===== config.mk =====
export PLATFORM = sky130hd
export DESIGN_NAME = tpls_mod_unit
export DESIGN_NICKNAME = d
export VERILOG_FILES = /design/src/rtl/tpls_pkg.sv /design/src/rtl/tpls_mod_unit.sv
export SDC_FILE = /design/constraint.sdc
export NUM_CORES = 1
export LEC_CHECK = 0
export BUFFER_PORTS_ARGS = -buffer_cell sky130_fd_sc_hd__buf_2
export CORE_ASPECT_RATIO = 0.7
export CORE_UTILIZATION = 47
export CTS_CLUSTER_DIAMETER = 100
export CTS_CLUSTER_SIZE = 10
export DETAILED_ROUTE_END_ITERATION = 7
export PLACE_DENSITY = 0.77
export SLEW_MARGIN = 20
export SYNTH_ARGS = -nofsm -noshare
export SYNTH_HDL_FRONTEND = slang
export SYNTH_SLANG_ARGS = --single-unit

===== constraint.sdc =====
create_clock -name clk -period 2.48 [get_ports clk]
set_input_delay 0 -clock clk [delete_from_list [all_inputs] [get_ports clk]]
set_output_delay 0 -clock clk [all_outputs]
set_load 0.1 [all_outputs]

===== src/rtl/tpls_pkg.sv =====
// shared types and constants of the track parameter layer store
// word layouts, operation and status codes, reset layout values; no dependencies
package tpls_pkg;

  localparam int STEP_W  = 16;
  localparam int BYTE_W  = 8;
  localparam int TRACK_W = 4;
  localparam int KIND_W  = 2;
  localparam int STAT_W  = 3;

  localparam logic [KIND_W-1:0] KIND_INIT  = 2'd0;
  localparam logic [KIND_W-1:0] KIND_WRITE = 2'd1;
  localparam logic [KIND_W-1:0] KIND_READ  = 2'd2;
  localparam logic [KIND_W-1:0] KIND_NONE  = 2'd3;

  localparam logic [STAT_W-1:0] ST_OK             = 3'd0;
  localparam logic [STAT_W-1:0] ST_BAD_LAYOUT     = 3'd1;
  localparam logic [STAT_W-1:0] ST_BAD_INSTRUMENT = 3'd2;
  localparam logic [STAT_W-1:0] ST_BAD_LAYER      = 3'd3;
  localparam logic [STAT_W-1:0] ST_BAD_STEP       = 3'd4;

  localparam logic [STEP_W-1:0] RESET_STEPS       = 16'd128;
  localparam logic [BYTE_W-1:0] RESET_LAYERS      = 8'd8;
  localparam logic [BYTE_W-1:0] RESET_INSTRUMENTS = 8'd1;

  typedef struct packed {
    logic [KIND_W-1:0]  kind;
    logic [TRACK_W-1:0] track;
    logic [STEP_W-1:0]  step_number;
    logic [BYTE_W-1:0]  layer_index;
    logic [BYTE_W-1:0]  instrument_index;
    logic [BYTE_W-1:0]  write_value;
    logic [STEP_W-1:0]  layout_steps;
    logic [BYTE_W-1:0]  layout_layers;
    logic [BYTE_W-1:0]  layout_instruments;
  } item_t;

  typedef struct packed {
    logic [BYTE_W-1:0] read_data;
    logic [STAT_W-1:0] status;
  } result_t;

endpackage


===== src/rtl/tpls_mod_unit.sv =====
// iterative step remainder unit, one quotient bit per cycle
// depends on tpls_pkg for the step width
module tpls_mod_unit (
  input  logic                         clk,
  input  logic                         rst,
  input  logic                         start,
  input  logic [tpls_pkg::STEP_W-1:0]  dividend,
  input  logic [tpls_pkg::STEP_W-1:0]  divisor,
  output logic                         done,
  output logic [tpls_pkg::STEP_W-1:0]  remainder
);

  localparam int W  = tpls_pkg::STEP_W;
  localparam int CW = $clog2(W);

  logic          busy;
  logic [CW-1:0] count;
  logic [W-1:0]  num;
  logic [W-1:0]  den;
  logic [W-1:0]  rem;
  logic [W:0]    shifted;
  logic [W:0]    diff;
  logic [W-1:0]  rem_next;

  assign shifted   = {rem, num[W-1]};
  assign diff      = shifted - {1'b0, den};
  assign rem_next  = diff[W] ? shifted[W-1:0] : diff[W-1:0];
  assign remainder = rem;

  always_ff @(posedge clk) begin
    if (rst) begin
      busy  <= 1'b0;
      done  <= 1'b0;
      count <= '0;
    end else begin
      done <= 1'b0;
      if (start) begin
        busy  <= 1'b1;
        count <= '0;
      end else if (busy) begin
        count <= count + 1'b1;
        if (count == CW'(W - 1)) begin
          busy <= 1'b0;
          done <= 1'b1;
        end
      end
    end
  end

  always_ff @(posedge clk) begin
    if (start) begin
      num <= dividend;
      den <= divisor;
      rem <= '0;
    end else if (busy) begin
      num <= {num[W-2:0], 1'b0};
      rem <= rem_next;
    end
  end

endmodule


# Word-level counts from Yosys, hierarchy flattened
# Index checks and enable logic that the tools add are counted.
[op_classes]
add_sub_neg = 2
eq_ne = 1
n_mux = 7
bitwise_logic = 1
reduce_logical = 3
[op_table]
columns = ["op", "n"]
rows = [
  ["$mux 16", 3],
  ["$sub 17x16->17", 1],
  ["$add 4x1->4 const B", 1],
  ["$eq 4x4->1 const B", 1],
  ["$mux 1", 4],
  ["$reduce_or 3->1", 1],
  ["$reduce_bool 2->1", 1],
  ["$reduce_or 2->1", 1],
  ["$not 1->1", 1],
]
[word_totals]
regBits = 54
in_bits = 35
out_inout_bits = 17

# Longest topological paths before layout
# Gate-level depths: netlist (run 1).
[logic_depth]
depth_word = 4
ltp_mapped = 10
mapped_depth_nobuf = 9

# Worst setup path before layout (run 1)
# OpenSTA, ideal clock, no wires.
[synth_path]
kind = "reg-to-reg"
start = "register rem[0], in the netlist remainder[0]"
end = "register rem[7], in the netlist remainder[7]"
setup_ns = 0.124
arrival_ns = 3.161
required_ns = 2.356
setup_slack_ns = -0.805
stages_incl_launch_ff = 9
synth_period_minus_slack_ns = 3.285
cell_sequence = "dfxtp_1 inv_1 fa_1 nand2b_1 a21o_4 a2111o_1 a31oi_4 nor2_2 o311a_2"
[synth_via]
elab_chain_len = 2
[synth_lines]
columns = ["element", "line_no", "rtl"]
rows = [
  ["start, declared", "tpls_mod_unit.sv:20", "logic [W-1:0] rem;"],
  ["start signal, assigned", "tpls_mod_unit.sv:57", "rem <= rem_next;"],
  ["$sub 17x16->17", "tpls_mod_unit.sv:26", "assign diff = shifted - {1'b0, den};"],
  ["$mux 16", "tpls_mod_unit.sv:27", "assign rem_next = diff[W] ? shifted[W-1:0] : diff[W-1:0];"],
]
# No other way between the ends.
# A chain may end at the register's enable or synchronous reset.

# Worst setup path after layout (run 1)
[layout_path]
start = "register num[15]"
end = "register rem[14], in the netlist remainder[14]"
[layout_via]
elab_chain_len = 2
[layout_lines]
columns = ["element", "line_no", "rtl"]
rows = [
  ["start, declared", "tpls_mod_unit.sv:18", "logic [W-1:0] num;"],
  ["start signal, assigned", "tpls_mod_unit.sv:52", "num <= dividend;"],
  ["start signal, assigned", "tpls_mod_unit.sv:56", "num <= {num[W-2:0], 1'b0};"],
  ["$sub 17x16->17", "tpls_mod_unit.sv:26", ""],
  ["$mux 16", "tpls_mod_unit.sv:27", ""],
]
# No other way between the ends.

==> results of run 1 <==
per-layer routing:
layer	part of all wire, %	vias to the layer above
met2	46	125
met4	1.6	0
li1	-	1432
met5	0	-
met1	46	1431
met3	6.2	15
layout make-up:
class                           instances  area (um2)  area share (%)
Timing Repair Buffer                  125         926            20.7
Clock buffer                            5        68.8            1.54
Tap cell                               91         114            2.55
Multi-Input combinational cell        227        1800            40.4
Inverter                               20        77.6            1.74
Clock inverter                          3        45.0            1.01
Sequential cell                        54        1430            32.0
timing repair:
action / 4_1_cts / 5_1_grt
endpoints found under the setup margin: 15 / 16
hold endpoints to repair: 33 / 0
gates cloned: 0 / 0
hold buffers: 33 / 0
pin swaps: 24 / 5
resized for setup: 18 / 11
buffers inserted: 4 / 3
critical path, stage by stage (launching register included):
cell,delay (ns)
edfxtp_1,0.36
inv_1,0.06
ha_2,0.18
fa_2,0.35
nand2b_4,0.16
a21o_4,0.21
a2111o_1,0.44
nand4_1,0.25
buf_4,0.16
nand4_1,0.09
a311oi_1,0.32
sequential cells by signal (all words and copies together), names as in the netlist:
register and cells:
num 16, remainder 16, den 16, done 1, count 4, busy 1
power by group through the flow:
| stage | sequential (W) | combinational (W) | clock (W) |
|---|---|---|---|
| floorplan | 0.00126 | 0.000441 | 0 |
| global placement | 0.00110 | 0.000825 | 0 |
| CTS | 0.00108 | 0.000924 | 0.000637 |
| detailed placement | 0.00110 | 0.000847 | 0 |
| global route | 0.00109 | 0.00103 | 0.000655 |
| finish | 0.00108 | 0.000966 | 0.000625 |
cells in the final DEF, fill, tap and decap left out, types with 4 or more instances in the layout:
cell | netlist | layout
dlygate4sd3_1 | 1 | 33
dfxtp_1 | 22 | 7
or3_1 | 4 | 4
xor2_1 | 4 | 4
a31oi_1 | 6 | 6
dfxtp_4 | 0 | 4
nor2_1 | 29 | 29
a311oi_1 | 7 | 4
nand2_1 | 18 | 17
buf_2 | 0 | 51
ha_1 | 17 | 15
a21oi_1 | 20 | 19
edfxtp_1 | 32 | 32
o2111ai_1 | 4 | 4
dfxtp_2 | 0 | 11
xnor2_1 | 5 | 5
a21o_1 | 5 | 5
inv_1 | 18 | 17
buf_4 | 2 | 37
o21a_1 | 6 | 6
mux2_2 | 15 | 15
nand4_1 | 11 | 11
o21ai_0 | 15 | 10
clkbuf_8 | 0 | 5
o311a_1 | 4 | 4
per-stage QoR:
step                setup TNS [ns]  hold slack (ns)  worst slack, ns  power, W  cell area [um2]
finish                       -1.79            0.163           -0.177   0.00267             4460
global route                 -3.14            0.215           -0.272   0.00278             4460
CTS                          -1.07            0.145           -0.119   0.00264             4390
detailed placement           -3.03            0.178           -0.250   0.00195             3830
global placement             -1.68            0.177           -0.148   0.00192             3830
floorplan                   -0.106           0.0724          -0.0233   0.00170             3280
worst paths after layout:
path                               start       endpoint  cells after the start
worst min-delay path               start           busy                      3
worst max-delay path             num[15]  remainder[14]                     10
worst max register to register   num[15]  remainder[14]                     10
worst min register to register  count[3]           done                      2
cell families after synthesis:
kind of cell,after synthesis
simple gates,92
compound gates,90
flops,54
buf+inv,33
mux,18
fa+ha+maj,18
xor+xnor,9
==> run metrics, run 1 <==
met2 Use GR=between 40% and 50%; Post-route DRC=0; Synth top area share=29.8%; Layout Cells excl Fill=between 500 and 600; cell taking the most area after synthesis=edfxtp_1; largest net degree at the start of global routing=22; I/O pins=52; clk_lat worst skew=between 0.3 and 0.4 ns; Clock Tree Buf Depth=2; post-synthesis compound-gate area fraction=20.8%; Sequential Power Share=~40%; instance count of the mapped netlist=between 300 and 400; final setup fails=15; outcome=complete, but fails checks; Slew HR=between 50% and 60%; Crit Path Class=flop to flop; CTS HTree Levels=2; Post-Synth Adder-Cell Area=7.22%; area of the mapped netlist=~3200 um2; max-cap violations=0; Final Wtd Congestion=0.873; Final WS setup=-0.177 ns; Top FF cell, synth=edfxtp_1; DRT Pass-1 Iters=6; Post-synth top cells=edfxtp_1 (32), nor2_1 (29), dfxtp_1 (22), a21oi_1 (20); Clock Power Share=between 20% and 30%; RSZ-0062 raised after global routing=true; Seq/Total Area, Yosys=between 40% and 50%; Post-synth EDFFs=32; met1 usage=36.7%; Worst Skew=around 0.01 ns; busiest grt layer=met2; number of global-route vias before repair=around 2900; fraction of synthesized cell area in xor and xnor cells=between 2 and 2.5%; Max FO, Critical Path=5; WL/cell=17.0 um; syn nets=367; Startpoint Class=flop; post-synthesis async set-or-reset flop share=0%; CTS clock-pin slew for the worst setup and hold paths=approximately 0.1 ns; # port buffers=51; die height=between 70 and 80 um; Routed Antenna Nets=0; Detail Placement HPWL=~6.0 mm; ant diodes=0; CP required=approximately 2.7 ns; Worst setup EP type=flop; Syn-to-layout area delta=38.5%; top-count cell post-synth=edfxtp_1; FF-to-FF setup slack=-0.18 ns; Lkg Pwr=approximately 1.9 nW; Fin. Hold Viols=0; main area contributors after synthesis=edfxtp_1 (30%), dfxtp_1 (14%), ha_1 (6.6%), mux2_2 (5.2%), nor2_1 (3.4%); Tcrit/Tclk final=107%; syn_area_per_cell=between 10 and 15 um2; initial core utilization=50.2%; M3 GR Usage=5.95%; Post-Synth Simple-Gate Area=14.9%; DRT iter0 DRCs=~130; P_int=~0.0017 W; All-Layer GR Usage=about a quarter; max-slew violation count=0; vias per std cell=between 5 and 6; fmax=about 380 MHz; min Tclk post-route=2.66 ns; worst hold path class=input pin to flop; failing checks=negative setup slack; Chip Width=101 um; Distinct cells, synth=58; # clock sinks=54; grt total ovfl=0; # placed instances=approximately 480; clock root buffer=clkbuf_8; # fillers=~500; FP Rows=24; mux contribution to synthesized area=just over 6%; crit path DAT=between 2 and 3 ns; net load switching power=about 0.00096 W; share of cells above drive strength 1=a little under two fifths; antenna violations before repair=0; largest family of logic cells by synthesized area=compound AO/OA/AOI/OAI gates; Worst Tran Pin Value=a little over 0.7 ns; Seq cells post-synth=54; first-pass GRT wire length=14.2 mm; Worst VDD drop=around 0.37 mV; Num CTS Buffers=5; core area=approximately 6400 um2; final core utilization=between 60% and 70%; combinational power share=between 30% and 40%; Yosys warnings=0; CTS tree=yes; fin nets=just under 500; Sw Ratio=between 30 and 40%; die area=slightly above 7000 um2; total wire length=a little under 9 mm; via count=about 3000; power per cell area=599 nW/um2
Note: power is estimated with default switching activity, not from simulation.
==> run 2: changes to the inputs <==
Settings changed: ABC_AREA from default to 1.
==> run metrics, run 2 <==
CP delay by family, top=simple AND/OR/NAND/NOR gates (was compound AO/OA/AOI/OAI gates); CTS clock-pin slew for the worst setup and hold paths=0.11 ns (was 0.10 ns); Tcrit/Tclk final=91.5% (was 107%); Crit path depth=15 (was 10); instance count of the mapped netlist=467 (was 314); net load switching power=0.000506 W (was 0.000958 W); R2R cell count=15 (was 10); fin nets=606 (was 486); Worst Tran Pin Value=0.659 ns (was 0.723 ns); first-pass GRT wire length=12.5 mm (was 14.2 mm); crit-path cells=inv_1 > ha_1 > fa_1 > inv_1 > nand2_1 > nand2_1 > nand3_1 > nand2_2 > nand2_2 > nand2_2 > nand2_1 > nand2_8 > nand2_1 > nand3_1 > nand2_1 (was inv_1 > ha_2 > fa_2 > nand2b_4 > a21o_4 > a2111o_1 > nand4_1 > buf_4 > nand4_1 > a311oi_1); RSZ-0062 raised after global routing=false (was true); most frequent CP cell=nand2_1 (was nand4_1); Max FO, Critical Path=16 (was 5); die height=72.5 um (was 71.3 um); total wire length=7.54 mm (was 8.92 mm); cell taking the most area after synthesis=edfxtp_1 (unchanged); Distinct cells, synth=25 (was 58); hold path depth=1 (was 3); Crit Path Class=flop to flop (unchanged); min Tclk post-route=2.27 ns (was 2.66 ns); syn nets=520 (was 367); worst hold path class=input pin to flop (unchanged); Chip Width=103 um (was 101 um); Worst VDD drop=0.260 mV (was 0.373 mV); Worst setup EP type=flop (unchanged); # port buffers=51 (unchanged); core area=6790 um2 (was 6430 um2); Yosys warnings=0 (unchanged); Post-synth top cells=nand2_1 (190), inv_1 (92), edfxtp_1 (32), nand3_1 (29), dfxtp_1 (22) (was edfxtp_1 (32), nor2_1 (29), dfxtp_1 (22), a21oi_1 (20)); # clock sinks=54 (unchanged); Slew HR=55.9% (was 51.4%); Post-CTS Setup Bufs=0 (was 4); combinational power share=16.3% (was 36.1%); syn_area_per_cell=7.14 um2 (was 10.3 um2); die area=7440 um2 (was 7200 um2); Sequential Power Share=55.9% (was 40.5%); Routed Antenna Nets=0 (unchanged); grt total ovfl=0 (unchanged); antenna violations before repair=0 (unchanged); top-count cell post-synth=nand2_1 (was edfxtp_1); Num CTS Buffers=5 (unchanged); power per cell area=447 nW/um2 (was 599 nW/um2); max-slew violation count=0 (unchanged); via count=3062 (was 3003); share of cells above drive strength 1=16.8% (was 37.8%); worst path bufs/invs=2 (unchanged); Synth top area share=28.8% (was 29.8%); Post-synth EDFFs=32 (unchanged); Seq cells post-synth=54 (unchanged); DRT Pass-1 Iters=5 (was 6); P_int=0.00133 W (was 0.00172 W); DRT iter0 DRCs=148 (was 133); max-cap violations=0 (unchanged); setup_tns=0 ns (was -1.79 ns); Fin. Hold Viols=0 (unchanged); Sw Ratio=27.5% (was 35.8%); final setup fails=0 (was 15); Clock Tree Buf Depth=2 (unchanged); outcome=completed (was complete, but fails checks); CTS HTree Levels=2 (unchanged); post-synthesis async set-or-reset flop share=0% (unchanged); vias per std cell=4.73 (was 5.72); Worst Skew=0.0112 ns (was 0.00992 ns); Lkg Pwr=2.24 nW (was 1.86 nW); CTS tree=yes (unchanged); Clock Power Share=27.8% (was 23.4%); most frequent cells in the layout=nand2_1 (190), inv_1 (92), buf_2 (51) (was buf_2 (51), buf_4 (37), dlygate4sd3_1 (33)); FP Rows=25 (was 24); Detail Placement HPWL=5.40 mm (was 5.99 mm); Top FF cell, synth=edfxtp_1 (unchanged); fmax=441 MHz (was 376 MHz); Final Wtd Congestion=0.906 (was 0.873); I/O pins=52 (unchanged); Startpoint Class=flop (unchanged); ant diodes=0 (unchanged); CP required=2.69 ns (was 2.72 ns); worst stage delay on the critical path=0.42 ns (was 0.44 ns); All-Layer GR Usage=21.8% (was 26.2%); clk_lat worst skew=0.32 ns (was 0.33 ns); main area contributors after synthesis=edfxtp_1 (29%), nand2_1 (21%), dfxtp_1 (13%), inv_1 (10%), ha_1 (6.4%) (was edfxtp_1 (30%), dfxtp_1 (14%), ha_1 (6.6%), mux2_2 (5.2%), nor2_1 (3.4%)); largest net degree at the start of global routing=28 (was 22); Seq/Total Area, Yosys=42.0% (was 43.5%); crit path DAT=2.48 ns (was 2.90 ns); slowest stage cell, crit path=fa_1 (was a2111o_1); initial core utilization=49.1% (was 50.2%); number of global-route vias before repair=2842 (was 2869); Syn-to-layout area delta=23.4% (was 38.5%); area of the mapped netlist=3330 um2 (was 3220 um2); most common cell after layout, fill and taps aside=nand2_1 (was buf_2); Post-route DRC=0 (unchanged); total power=0.00184 W (was 0.00267 W); clock root buffer=clkbuf_8 (unchanged); WL/cell=11.6 um (was 17.0 um); # fillers=651 (was 501)
## run 2: cell count changes after synthesis, moves of 5 or more
cell,change
a21o_1,-5
a21oi_1,-8
a311oi_1,-7
a31oi_1,-6
inv_1,+74
mux2_2,-15
nand2_1,+172
nand2_2,+19
nand3_1,+24
nand4_1,-5
nor2_1,-13
o21a_1,-6
o21ai_0,-10
## run 2: kinds of logic after synthesis
| group | Yosys count | synth area share, % |
|---|---|---|
| buf+inv | 100 | 12.0 |
| simple gates | 270 | 34.3 |
| fa+ha+maj | 18 | 6.98 |
| xor+xnor | 7 | 1.84 |
| compound gates | 18 | 2.82 |
| flops | 54 | 42.0 |
## run 2: final timing paths
| path | startpoint | endpoint | slack, ns |
|---|---|---|---|
| max | num[15] | remainder[11] | 0.21 |
| min | start | den[2] | 0.07 |
| min reg2reg | count[3] | count[3] | 0.47 |
| max reg2reg | num[15] | remainder[11] | 0.21 |
## run 2: area by class of cell
class | count | area (um2) | area share (%)
tap | 94 | 118 | 2.86
inverter | 92 | 345 | 8.40
clock inverter | 2 | 15.0 | 0.365
multi-input combinational | 313 | 1540 | 37.5
sequential | 54 | 1410 | 34.3
timing repair buffer | 87 | 608 | 14.8
clock buffer | 6 | 72.6 | 1.76
## run 2: metal layers
layer	track usage (%)	vias up	share of wire, %
met5	0	-	0
met1	29.5	1382	49
met3	3.95	8	4.9
met2	36.0	80	46
met4	5.71	0	0.78
li1	-	1592	-
## run 2: power by group through the flow
stage | clock network (W) | logic [W] | registers (W)
2_1_floorplan | 0 | 0.000165 | 0.00105
3_3_place_gp | 0 | 0.000249 | 0.00105
3_5_place_dp | 0 | 0.000255 | 0.00105
4_1_cts | 0.000520 | 0.000295 | 0.00103
5_1_grt | 0.000557 | 0.000335 | 0.00103
6_report | 0.000510 | 0.000300 | 0.00103
## run 2: worst register-to-register path, stage by stage, from the launching register on
cell	delay, ns
edfxtp_1	0.34
inv_1	0.06
ha_1	0.24
fa_1	0.43
inv_1	0.10
nand2_1	0.05
nand2_1	0.09
nand3_1	0.09
nand2_2	0.10
nand2_2	0.07
nand2_2	0.07
nand2_1	0.12
nand2_8	0.18
nand2_1	0.08
nand3_1	0.08
nand2_1	0.05
## run 2: through the flow
stage	cell area [um2]	hold slack, ns	worst slack (ns)	utilization, %	std cells
2_1_floorplan	3340	0.0691	0.00277	-	467
3_3_place_gp	3680	0.175	0.307	54.2	607
3_5_place_dp	3680	0.177	0.163	54.2	607
4_1_cts	4100	0.0790	0.142	60.4	648
5_1_grt	4110	0.0704	0.0337	60.6	648
6_report	4110	0.0720	0.211	60.6	648
## run 2: timing repair
item | CTS | global route
hold endpoints to repair | 38 | 0
setup endpoints to repair | 0 | 7
resized for setup | 0 | 2
hold buffers | 33 | 0
==> run 3: changes to the inputs <==
Settings changed: HOLD_SLACK_MARGIN from default to 0.1.
==> run metrics, run 3 (synthesis gave the netlist of run 2 again) <==
CP required=2.69 ns (about the same); initial core utilization=49.1% (unchanged); Final Wtd Congestion=0.906 (unchanged); outcome=completed (unchanged); clock root buffer=clkbuf_8 (unchanged); Crit Path Class=flop to flop (unchanged); net load switching power=0.000506 W (about the same); P_int=0.00133 W (about the same); die area=7440 um2 (unchanged); fmax=441 MHz (about the same); Startpoint Class=flop (unchanged); total power=0.00184 W (about the same); WL/cell=11.6 um (about the same); core area=6790 um2 (unchanged); placed cell area=3680 um2 (unchanged); first-pass GRT wire length=12.5 mm (about the same); Clock Tree Buf Depth=2 (unchanged); crit path DAT=2.48 ns (about the same); Post-CTS Setup Bufs=0 (unchanged); Worst setup EP type=flop (unchanged); DRT iter0 DRCs=161 (was 148); Final WS setup=0.214 ns (was 0.211 ns); number of global-route vias before repair=2845 (was 2842); Detail Placement HPWL=5.40 mm (unchanged); most frequent cells in the layout=nand2_1 (190), inv_1 (92), buf_2 (51) (unchanged); grt total ovfl=0 (unchanged); Syn-to-layout area delta=23.7% (was 23.4%); Slew HR=55.8% (was 55.9%); Fin. Hold Viols=0 (unchanged); CTS clock-pin slew for the worst setup and hold paths=0.11 ns (about the same); RSZ-0062 raised after global routing=false (unchanged); total wire length=7.54 mm (about the same); min Tclk post-route=2.27 ns (about the same); ant diodes=0 (unchanged); clk_lat worst skew=0.32 ns (about the same); Tcrit/Tclk final=91.4% (was 91.5%); Max FO, Critical Path=16 (unchanged); Chip Width=103 um (unchanged); die height=72.5 um (unchanged); Post-route DRC=0 (unchanged); CTS tree=yes (unchanged); All-Layer GR Usage=21.8% (about the same); most common cell after layout, fill and taps aside=nand2_1 (unchanged); via count=3071 (was 3062); worst hold path class=input pin to flop (unchanged); I/O pins=52 (unchanged); vias per std cell=4.73 (about the same); Worst Tran Pin Value=0.661 ns (was 0.659 ns); combinational power share=16.3% (about the same); CTS HTree Levels=2 (unchanged); antenna violations before repair=0 (unchanged); Routed Antenna Nets=0 (unchanged); max-cap violations=0 (unchanged); max-slew violation count=0 (unchanged); setup_tns=0 ns (unchanged); Clock Power Share=27.7% (was 27.8%); FP Rows=25 (unchanged); # fillers=648 (was 651); cell area after layout=4120 um2 (was 4110 um2); fin nets=607 (was 606); # clock sinks=54 (unchanged); share of cells above drive strength 1=16.8% (about the same); Worst Skew=0.0113 ns (was 0.0112 ns); Worst VDD drop=0.260 mV (about the same); Sequential Power Share=55.9% (about the same); DRT Pass-1 Iters=5 (unchanged); largest net degree at the start of global routing=28 (unchanged); Sw Ratio=27.5% (about the same); power per cell area=446 nW/um2 (was 447 nW/um2); Num CTS Buffers=5 (unchanged); # port buffers=51 (unchanged); Lkg Pwr=2.24 nW (about the same); final core utilization=60.7% (was 60.6%); final setup fails=0 (unchanged); Setup WS pre-CTS=0.163 ns (unchanged)
## run 3: cell count changes in the layout (fill, tap and decap cells not counted), sizes merged
cell,change
dlygate4sd3,+1
## run 3: critical path: stages, from the launching register on
cell and delay (ns):
edfxtp_1 0.34, inv_1 0.06, ha_1 0.24, fa_1 0.42
inv_1 0.10, nand2_1 0.05, nand2_1 0.09, nand3_1 0.09
nand2_2 0.10, nand2_2 0.07, nand2_2 0.07, nand2_1 0.12
nand2_8 0.18, nand2_1 0.08, nand3_1 0.08, nand2_1 0.05
## run 3: power groups by stage
| stage | clock network [W] | logic (W) | registers (W) |
|---|---|---|---|
| after floorplan | 0 | 0.000165 | 0.00105 |
| after global placement | 0 | 0.000249 | 0.00105 |
| after detailed placement | 0 | 0.000255 | 0.00105 |
| after CTS | 0.000520 | 0.000297 | 0.00103 |
| after global routing | 0.000557 | 0.000336 | 0.00103 |
| final | 0.000510 | 0.000300 | 0.00103 |
## run 3: path summary, 6_finish.rpt
kind,from,to,slack (ns),cells after the start
setup reg to reg,num[15],remainder[11],0.21,15
setup / recovery,num[15],remainder[11],0.21,15
hold / removal,rst,busy,0.37,3
hold reg to reg,count[3],count[3],0.47,2
## run 3: what timing repair did
action / in CTS / in global routing
hold buffers: 34 / 0
resized for setup: 0 / 2
endpoints found under the hold margin: 46 / 0
endpoints found under the setup margin: 0 / 7
## run 3: final cells by class
cell class              count  area [um2]  area share, %
clock inverters             2        15.0          0.364
inverters                  92         345           8.38
clock buffers               6        72.6           1.76
multi-input cells         313        1540           37.5
well taps                  94         118           2.85
repair buffers             88         618           15.0
flip-flops and latches     54        1410           34.2
## run 3: per-stage QoR
stage          hold WS (ns)  std cells
5_1_grt               0.382        649
2_1_floorplan        0.0691        467
4_1_cts               0.369        649
3_5_place_dp          0.177        607
3_3_place_gp          0.175        607
6_report              0.375        649
## run 3: per-layer routing
metal  global-route usage (%)  part of all wire, %  vias to the layer above  wire length, um
met3                     3.95                  5.0                        8              378
met4                     5.71                 0.78                        0               59
li1                         -                    -                     1595                -
met1                     29.6                   48                     1386             3660
met2                     36.0                   46                       82             3450
met5                        0                    0                        -                0
